===== src/rtl/bpaq_pkg.sv =====
package bpaq_pkg;

  localparam int POOL_SLOTS  = 32;
  localparam int QUEUE_DEPTH = 32;

  localparam int SLOT_W = 5;
  localparam int IDX_W  = $clog2(POOL_SLOTS);
  localparam int PTR_W  = $clog2(QUEUE_DEPTH);

  typedef enum logic [1:0] {
    REQ_ALLOC   = 2'd0,
    REQ_RELEASE = 2'd1,
    REQ_ENQUEUE = 2'd2,
    REQ_DEQUEUE = 2'd3
  } req_type_e;

  typedef struct packed {
    logic load;
    logic exec;
    logic push;
  } ctl_cmd_t;

endpackage


===== src/rtl/bpaq_req_if.sv =====
interface bpaq_req_if;
  logic                      valid;
  logic                      ready;
  logic [1:0]                req_type;
  logic [bpaq_pkg::SLOT_W-1:0] slot;

  modport source (output valid, output req_type, output slot, input ready);
  modport sink (input valid, input req_type, input slot, output ready);
endinterface


===== src/rtl/bpaq_rsp_if.sv =====
interface bpaq_rsp_if;
  logic                      valid;
  logic                      ready;
  logic                      success;
  logic [bpaq_pkg::SLOT_W-1:0] slot_out;

  modport source (output valid, output success, output slot_out, input ready);
  modport sink (input valid, input success, input slot_out, output ready);
endinterface


===== src/rtl/bpaq_ctrl.sv =====
module bpaq_ctrl (
  input  logic               clk_i,
  input  logic               rst_ni,
  input  logic               req_valid_i,
  output logic               req_ready_o,
  output logic               rsp_valid_o,
  input  logic               rsp_ready_i,
  output bpaq_pkg::ctl_cmd_t cmd_o
);

  typedef enum logic [1:0] {
    S_IDLE,
    S_EXEC,
    S_DONE
  } state_e;

  state_e state_q, state_d;
  logic   out_valid_q, out_valid_d;

  always_comb begin
    cmd_o       = '0;
    state_d     = state_q;
    out_valid_d = out_valid_q && !rsp_ready_i;
    unique case (state_q)
      S_IDLE: begin
        cmd_o.load = req_valid_i;
        if (req_valid_i) begin
          state_d = S_EXEC;
        end
      end
      S_EXEC: begin
        cmd_o.exec = 1'b1;
        state_d    = S_DONE;
      end
      S_DONE: begin
        if (!out_valid_q || rsp_ready_i) begin
          cmd_o.push  = 1'b1;
          out_valid_d = 1'b1;
          state_d     = S_IDLE;
        end
      end
      default: begin
        state_d = S_IDLE;
      end
    endcase
  end

  always_ff @(posedge clk_i or negedge rst_ni) begin
    if (!rst_ni) begin
      state_q     <= S_IDLE;
      out_valid_q <= 1'b0;
    end else begin
      state_q     <= state_d;
      out_valid_q <= out_valid_d;
    end
  end

  assign req_ready_o = (state_q == S_IDLE);
  assign rsp_valid_o = out_valid_q;

endmodule


===== src/rtl/bpaq_datapath.sv =====
module bpaq_datapath (
  input  logic                        clk_i,
  input  logic                        rst_ni,
  input  bpaq_pkg::ctl_cmd_t          cmd_i,
  input  logic [1:0]                  req_type_i,
  input  logic [bpaq_pkg::SLOT_W-1:0] slot_i,
  output logic                        success_o,
  output logic [bpaq_pkg::SLOT_W-1:0] slot_out_o
);

  localparam int PoolSlots  = bpaq_pkg::POOL_SLOTS;
  localparam int QueueDepth = bpaq_pkg::QUEUE_DEPTH;
  localparam int IdxW       = bpaq_pkg::IDX_W;
  localparam int PtrW       = bpaq_pkg::PTR_W;
  localparam int SlotW      = bpaq_pkg::SLOT_W;

  logic [PoolSlots-1:0] busy_q, busy_d;
  logic [IdxW-1:0]      start_q, start_d;
  logic [PtrW-1:0]      head_q, head_d;
  logic [PtrW-1:0]      tail_q, tail_d;

  bpaq_pkg::req_type_e  req_q;
  logic [SlotW-1:0]     slot_q;
  logic                 res_success_q, res_success_d;
  logic [SlotW-1:0]     res_slot_q, res_slot_d;
  logic                 res_deq_q, res_deq_d;
  logic [SlotW-1:0]     rd_q;
  logic                 out_success_q;
  logic [SlotW-1:0]     out_slot_q;

  logic [SlotW-1:0]     queue_mem [QueueDepth];

  logic [PoolSlots-1:0] free_v;
  logic                 hi_found, lo_found;
  logic [IdxW-1:0]      hi_pos, lo_pos, grant_pos;
  logic                 grant_ok;
  logic [PtrW-1:0]      head_nxt, tail_nxt;
  logic                 q_full, q_empty, slot_valid;
  logic                 do_enq, do_deq;

  assign free_v = ~busy_q;

  always_comb begin
    hi_found = 1'b0;
    hi_pos   = '0;
    lo_found = 1'b0;
    lo_pos   = '0;
    for (int i = PoolSlots - 1; i >= 0; i--) begin
      if (free_v[i]) begin
        lo_found = 1'b1;
        lo_pos   = IdxW'(i);
        if (i >= int'(start_q)) begin
          hi_found = 1'b1;
          hi_pos   = IdxW'(i);
        end
      end
    end
  end

  assign grant_ok  = hi_found || lo_found;
  assign grant_pos = hi_found ? hi_pos : lo_pos;

  assign head_nxt   = (head_q == PtrW'(QueueDepth - 1)) ? '0 : head_q + 1'b1;
  assign tail_nxt   = (tail_q == PtrW'(QueueDepth - 1)) ? '0 : tail_q + 1'b1;
  assign q_full     = (tail_nxt == head_q);
  assign q_empty    = (head_q == tail_q);
  assign slot_valid = (int'(slot_q) < PoolSlots);
  assign do_enq     = cmd_i.exec && (req_q == bpaq_pkg::REQ_ENQUEUE) && !q_full;
  assign do_deq     = cmd_i.exec && (req_q == bpaq_pkg::REQ_DEQUEUE) && !q_empty;

  always_comb begin
    busy_d        = busy_q;
    start_d       = start_q;
    head_d        = head_q;
    tail_d        = tail_q;
    res_success_d = 1'b0;
    res_slot_d    = '0;
    res_deq_d     = 1'b0;
    unique case (req_q)
      bpaq_pkg::REQ_ALLOC: begin
        if (grant_ok) begin
          busy_d[grant_pos] = 1'b1;
          start_d = (grant_pos == IdxW'(PoolSlots - 1)) ? '0 : grant_pos + 1'b1;
          res_success_d = 1'b1;
          res_slot_d    = SlotW'(grant_pos);
        end else begin
          start_d = '0;
        end
      end
      bpaq_pkg::REQ_RELEASE: begin
        if (slot_valid) begin
          busy_d[IdxW'(slot_q)] = 1'b0;
          res_success_d = 1'b1;
        end
      end
      bpaq_pkg::REQ_ENQUEUE: begin
        if (!q_full) begin
          tail_d        = tail_nxt;
          res_success_d = 1'b1;
        end
      end
      bpaq_pkg::REQ_DEQUEUE: begin
        if (!q_empty) begin
          head_d        = head_nxt;
          res_success_d = 1'b1;
          res_deq_d     = 1'b1;
        end
      end
      default: begin
        res_success_d = 1'b0;
      end
    endcase
  end

  always_ff @(posedge clk_i or negedge rst_ni) begin
    if (!rst_ni) begin
      busy_q  <= '0;
      start_q <= IdxW'(1);
      head_q  <= '0;
      tail_q  <= '0;
    end else if (cmd_i.exec) begin
      busy_q  <= busy_d;
      start_q <= start_d;
      head_q  <= head_d;
      tail_q  <= tail_d;
    end
  end

  always_ff @(posedge clk_i) begin
    if (cmd_i.load) begin
      req_q  <= bpaq_pkg::req_type_e'(req_type_i);
      slot_q <= slot_i;
    end
    if (cmd_i.exec) begin
      res_success_q <= res_success_d;
      res_slot_q    <= res_slot_d;
      res_deq_q     <= res_deq_d;
    end
    if (cmd_i.push) begin
      out_success_q <= res_success_q;
      out_slot_q    <= res_deq_q ? rd_q : res_slot_q;
    end
  end

  always_ff @(posedge clk_i) begin
    if (do_enq) begin
      queue_mem[tail_q] <= slot_q;
    end
    if (do_deq) begin
      rd_q <= queue_mem[head_q];
    end
  end

  assign success_o  = out_success_q;
  assign slot_out_o = out_slot_q;

endmodule


===== src/rtl/buffer_pool_alloc_queue.sv =====
// Channel   Direction  Handshake        Payload
// req_i     in         valid / ready    req_type (2), slot (5)
// rsp_o     out        valid / ready    success (1), slot_out (5)
//
// Each item is handled in order: accept, execute, and load of the result register.
// The execute cycle holds the next-fit search over the busy bitmap and the queue update;
// a dequeue reads the queue memory there and the registered data is used when the result register is loaded.
// A new item is accepted while the previous result still waits in the result register.
// A stalled result holds the block in its final step until the register frees up.
// Reset is asynchronous and needs no clearing pass.
module buffer_pool_alloc_queue (
  input  logic       clk_i,
  input  logic       rst_ni,
  bpaq_req_if.sink   req_i,
  bpaq_rsp_if.source rsp_o
);

  bpaq_pkg::ctl_cmd_t cmd;

  bpaq_ctrl u_ctrl (
    .clk_i       (clk_i),
    .rst_ni      (rst_ni),
    .req_valid_i (req_i.valid),
    .req_ready_o (req_i.ready),
    .rsp_valid_o (rsp_o.valid),
    .rsp_ready_i (rsp_o.ready),
    .cmd_o       (cmd)
  );

  bpaq_datapath u_datapath (
    .clk_i      (clk_i),
    .rst_ni     (rst_ni),
    .cmd_i      (cmd),
    .req_type_i (req_i.req_type),
    .slot_i     (req_i.slot),
    .success_o  (rsp_o.success),
    .slot_out_o (rsp_o.slot_out)
  );

endmodule


===== src/flat_wrapper.sv =====
// flat-port wrapper written by rule: the top's interface ports become plain ports
module buffer_pool_alloc_queue_flat 
  (clk_i, rst_ni, req_i_valid, req_i_req_type, req_i_slot, req_i_ready, rsp_o_valid, rsp_o_success, rsp_o_slot_out, rsp_o_ready);
  bpaq_req_if req_i_i ();
  bpaq_rsp_if rsp_o_i ();
  input  logic clk_i;
  input  logic rst_ni;
  input wire logic [$bits(req_i_i.valid)-1:0] req_i_valid;
  input wire logic [$bits(req_i_i.req_type)-1:0] req_i_req_type;
  input wire logic [$bits(req_i_i.slot)-1:0] req_i_slot;
  output wire logic [$bits(req_i_i.ready)-1:0] req_i_ready;
  output wire logic [$bits(rsp_o_i.valid)-1:0] rsp_o_valid;
  output wire logic [$bits(rsp_o_i.success)-1:0] rsp_o_success;
  output wire logic [$bits(rsp_o_i.slot_out)-1:0] rsp_o_slot_out;
  input wire logic [$bits(rsp_o_i.ready)-1:0] rsp_o_ready;
  assign req_i_i.valid = req_i_valid;
  assign req_i_i.req_type = req_i_req_type;
  assign req_i_i.slot = req_i_slot;
  assign req_i_ready = req_i_i.ready;
  assign rsp_o_valid = rsp_o_i.valid;
  assign rsp_o_success = rsp_o_i.success;
  assign rsp_o_slot_out = rsp_o_i.slot_out;
  assign rsp_o_i.ready = rsp_o_ready;
  buffer_pool_alloc_queue u_core (.clk_i(clk_i), .rst_ni(rst_ni), .req_i(req_i_i), .rsp_o(rsp_o_i));
endmodule

===== config.mk =====
export PLATFORM = sky130hd
export DESIGN_NAME = buffer_pool_alloc_queue_flat
export DESIGN_NICKNAME = d
export VERILOG_FILES = /design/src/rtl/bpaq_pkg.sv /design/src/rtl/bpaq_req_if.sv /design/src/rtl/bpaq_rsp_if.sv /design/src/rtl/bpaq_ctrl.sv /design/src/rtl/bpaq_datapath.sv /design/src/rtl/buffer_pool_alloc_queue.sv /design/src/flat_wrapper.sv
export SDC_FILE = /design/constraint.sdc
export NUM_CORES = 1
export LEC_CHECK = 0
export ABC_AREA = 1
export BUFFER_PORTS_ARGS = -buffer_cell sky130_fd_sc_hd__buf_4
export CAP_MARGIN = 10
export CORE_MARGIN = 2
export CORE_UTILIZATION = 35
export DETAILED_ROUTE_END_ITERATION = 10
export PLACE_DENSITY = 0.56
export REMOVE_ABC_BUFFERS = 1
export SYNTH_ARGS = -nofsm -noshare
export SYNTH_HDL_FRONTEND = slang
export SYNTH_HIERARCHICAL = 1
export SYNTH_SLANG_ARGS = --single-unit
export TNS_END_PERCENT = 1

===== constraint.sdc =====
create_clock -name clk_i -period 3.05 [get_ports clk_i]
set_input_delay 0.61 -clock clk_i [delete_from_list [all_inputs] [get_ports clk_i]]
set_output_delay 0.61 -clock clk_i [all_outputs]
set_load 0.05 [all_outputs]

==> run summary <==
The cts-stage hold buffer count is 0. Setup violations remaining at the end of the flow were counted as 28. The leakage power total is 0.00498 µW. In the final routed layout, each cell accounts on average for about 18 µm. In this run the critical register-to-register path is launched from u_core/u_datapath/start_q[0]. Overall power consumption after layout is estimated at 10100 µW. The maximum clock skew at final layout is 36.8 ps. Setup repair after global routing could not meet its margin everywhere.

For this run, the top clock speed supported by timing is 315 MHz. The post-detailed-routing wire length came out at 29.0 mm. The relative area change from synthesis to final layout came out at 22.3%. The number of flops mapped to enable cells by yosys came out at 185.

The number of design-rule violations left by the first detailed-router iteration came out at 790. The initial core utilization came out at 0.355. TritonCTS built the clock tree.

The critical path in this run is classified as flip-flop to flip-flop. The count of maximum capacitance violations came out at 0. Among cell families on the critical path, the largest total delay comes from simple AND/OR/NAND/NOR gates. In this run the number of H-tree levels came out at 1.

The number of global-route vias before repair is just over 8000. The startpoint type of the worst setup path is a flip-flop. The largest total area in the synthesized netlist belongs to edfxtp_1.

Tracing the worst setup path back leads to its startpoint at u_core/u_datapath/start_q[0]. During placement, the flow inserted port buffers numbering 18. The required time at the worst-slack endpoint came out at approximately 3500 ps. In this run the worst path has a maximum fanout of 3. The time the worst path needs with I/O delays and setup came out at 3180 ps. In the final layout, the registers with the most flip-flops are u_core/u_datapath/queue_mem x160, u_core/u_datapath/busy_q x32.

The worst-case reg-to-reg path depth came out at 43. The post-synthesis average cell area came out at 10.2 µm². For this design the ratio of total power to cell area is 765 mW/mm². More flip-flops sit in one register than any other, and that register is u_core/u_datapath/queue_mem. In the post-synthesis netlist, the biggest area contributors are edfxtp_1, dfrtp_1, o21ai_0. The relative max-transition margin came out at 0.489. Of the post-synthesis cell area, the dominant cell type holds 0.513. The min-delay analysis places its worst path in the category primary input to asynchronous set/reset pin. The worst setup slack after placement is -320 ps. The global-route usage over all layers came out at 0.180.

The capture instance of the worst register-to-register path is u_core/u_datapath/start_q[2]. The sum of net half-perimeters after detailed placement came out at 20.4 mm. The filler cell count is 2889. Counting every instance in the synthesized netlist gives 1067.

The initial antenna violation count is 0. The share of async-settable or async-resettable flops after synthesis came out at 0.213. The core footprint is 0.0305 mm². The die covers 0.0324 mm². The share of layout cells above drive strength 1 came out at 0.189. The post-detailed-route count of antenna-violating nets came out at 0. The cell occurring most often along the worst timing path is nand2_1. Once routing completed, OpenROAD measured the worst setup slack at -129 ps. The global placement routability congestion is between 0.9 and 1. The mapped cell area is 0.0108 mm². For this run, the register share of the synthesized area comes to 0.628.

The largest stage delay on the critical path is around 560 ps. Counting the buffers created by CTS gives 27. The worst hold slack is 103 ps. The die is 180 µm wide. The clock slew at the register clock pins of the worst setup and hold paths came out at 60 ps. The maximum buffer depth of the clock tree came out at 3.

The number of flip-flops in the largest register is 160. The synthesized design contains 235 register bits. The part of the cycle the worst path needs is 1.04. The number of optimization iterations in the first detailed-route pass is 5.

The first-pass GRT wire length is 46.3 mm. The total inserted antenna cells is 0. The worst setup path is captured at a flip-flop. The checks that failed: negative setup slack. The run finished, with violations left.

The clock net sink count is 235. For this block, the via count after detailed routing is between 8000 and 9000. The cell sitting at the root of the clock tree is a clkbuf_16.

The count of distinct cell types in the synthesized netlist came out at 48. The worst register-to-register path has a setup slack of -130 ps. The critical path arrival is 3600 ps. The residual DRC count is 0. The slowest stage of the critical path belongs to the cell dfstp_2.

The number of pins with negative max-slew slack in the final report is 0. The number of buffers and inverters on the critical path is 2. The total overflow left after global routing is 0. During synthesis, Yosys emitted a total of 6 warnings. In the synthesized netlist the dominant register cell turns out to be edfxtp_1. The standard-cell row count is 64. The total negative slack came out at -2660 ps.

The slew of the pin with the lowest slew margin came out at 767 ps. During I/O placement, the number of pins put on the boundary was 19. The highest ir drop seen on vdd is 0.427 mV. The hold violation count in the final report is 0. Dividing the detail-routed via count by the number of cells gives 5.09.

Entering global routing, the biggest net connects 54 pins. The die boundary height is 180 µm. The net count of the finished layout is between 1000 and 1500. The clock latency on the worst-skew pair came out at 560 ps.
[final cells by class]
class | instances | area [µm²] | share of cell area
clock buffer | 42 | 752 | 0.0567
clock inverter | 8 | 75.1 | 0.00566
inverter | 92 | 345 | 0.0260
multi-input combinational | 705 | 3630 | 0.274
sequential | 235 | 6810 | 0.514
tap | 396 | 495 | 0.0374
timing repair buffer | 148 | 1150 | 0.0869
[worst max-delay path by stage]
| stage | end | slack [ps] | cells past startpoint |
|---|---|---|---|
| global route | u_core/u_datapath/start_q[4] | -560 | 42 |
| global placement | u_core/u_datapath/start_q[4] | -280 | 42 |
| floorplan | u_core/u_datapath/queue_mem[0][0] | -1110 | 7 |
| detailed placement | u_core/u_datapath/busy_q[22] | -320 | 41 |
| finish | u_core/u_datapath/start_q[2] | -130 | 43 |
| CTS | u_core/u_datapath/busy_q[4] | -160 | 41 |
[metal layers]
layer | part of all wire | wire length [µm] | global-route usage | vias up
met5 | 0 | 0 | 0 | -
met4 | 0.026 | 763 | 0.0566 | 0
met1 | 0.45 | 12900 | 0.241 | 3965
li1 | - | - | - | 4051
met3 | 0.046 | 1340 | 0.0259 | 55
met2 | 0.48 | 13900 | 0.304 | 212
[report_power, final]
| part | internal, µW | switching [µW] |
|---|---|---|
| clock network | 1780 | 1260 |
| logic | 1110 | 2070 |
| registers | 3730 | 200 |
[worst reg2reg max path, delay by kind of cell (launching register included)]
| family | cells | cell delay, ps |
|---|---|---|
| flops | 1 | 560 |
| simple gates | 38 | 1980 |
| fa+ha+maj | 2 | 330 |
| compound gates | 1 | 70 |
| buf+inv | 2 | 110 |
[through the flow]
step | std cells | instance area, µm² | util
after floorplan | 1032 | 10700 | -
after global placement | 1576 | 12300 | 0.404
after detailed placement | 1576 | 12300 | 0.404
after CTS | 1626 | 13200 | 0.434
after global routing | 1626 | 13300 | 0.435
final | 1626 | 13300 | 0.435
[what timing repair did]
action / in CTS / in global routing
pin swaps: 13 / 2
gates resized for setup: 38 / 17
buffers inserted: 0 / 0
setup endpoints to repair: 34 / 188
[synth_stat cells (4+ instances only)]
cell      count
a21oi_1       9
clkbuf_1     31
clkinv_1      4
dfrtp_1      49
edfxtp_1    185
ha_1         12
inv_1        82
inv_2         6
mux2_2        5
nand2_1     164
nand2_2       4
nand3_1      57
nand4_1      10
nor2_1      164
nor3_1        8
nor4_1        6
o211ai_1      8
o21ai_0     176
o221ai_1     18
o22ai_1      27
xor2_1        4
[logic make-up after synthesis]
group / after synthesis / share of synthesized area
buffers and inverters: 127 / 0.0465
adder cells (fa/ha/maj): 12 / 0.0139
AO/OA/AOI/OAI: 255 / 0.134
XOR/XNOR: 5 / 0.00404
AND/OR/NAND/NOR: 428 / 0.168
flip-flops: 235 / 0.628
multiplexers: 5 / 0.00519
[placed cells by master, fill, tap and decap left out, drive strengths merged, types with 2 or more instances in the layout]
cell,netlist,final
nor3b,3,3
o221ai,18,18
a311oi,2,2
clkbuf,33,42
nand3,57,57
nand2,170,170
nor2,167,167
o21ai,182,182
buf,2,148
mux2,5,5
o22ai,28,28
nand4,10,10
edfxtp,185,185
nor3,8,8
a21oi,9,9
inv,88,90
dfrtp,49,49
o211ai,8,8
ha,12,12
xor2,4,4
clkinv,4,9
nor4,6,6
or2,3,3
Power figures use the tool's default switching activity.
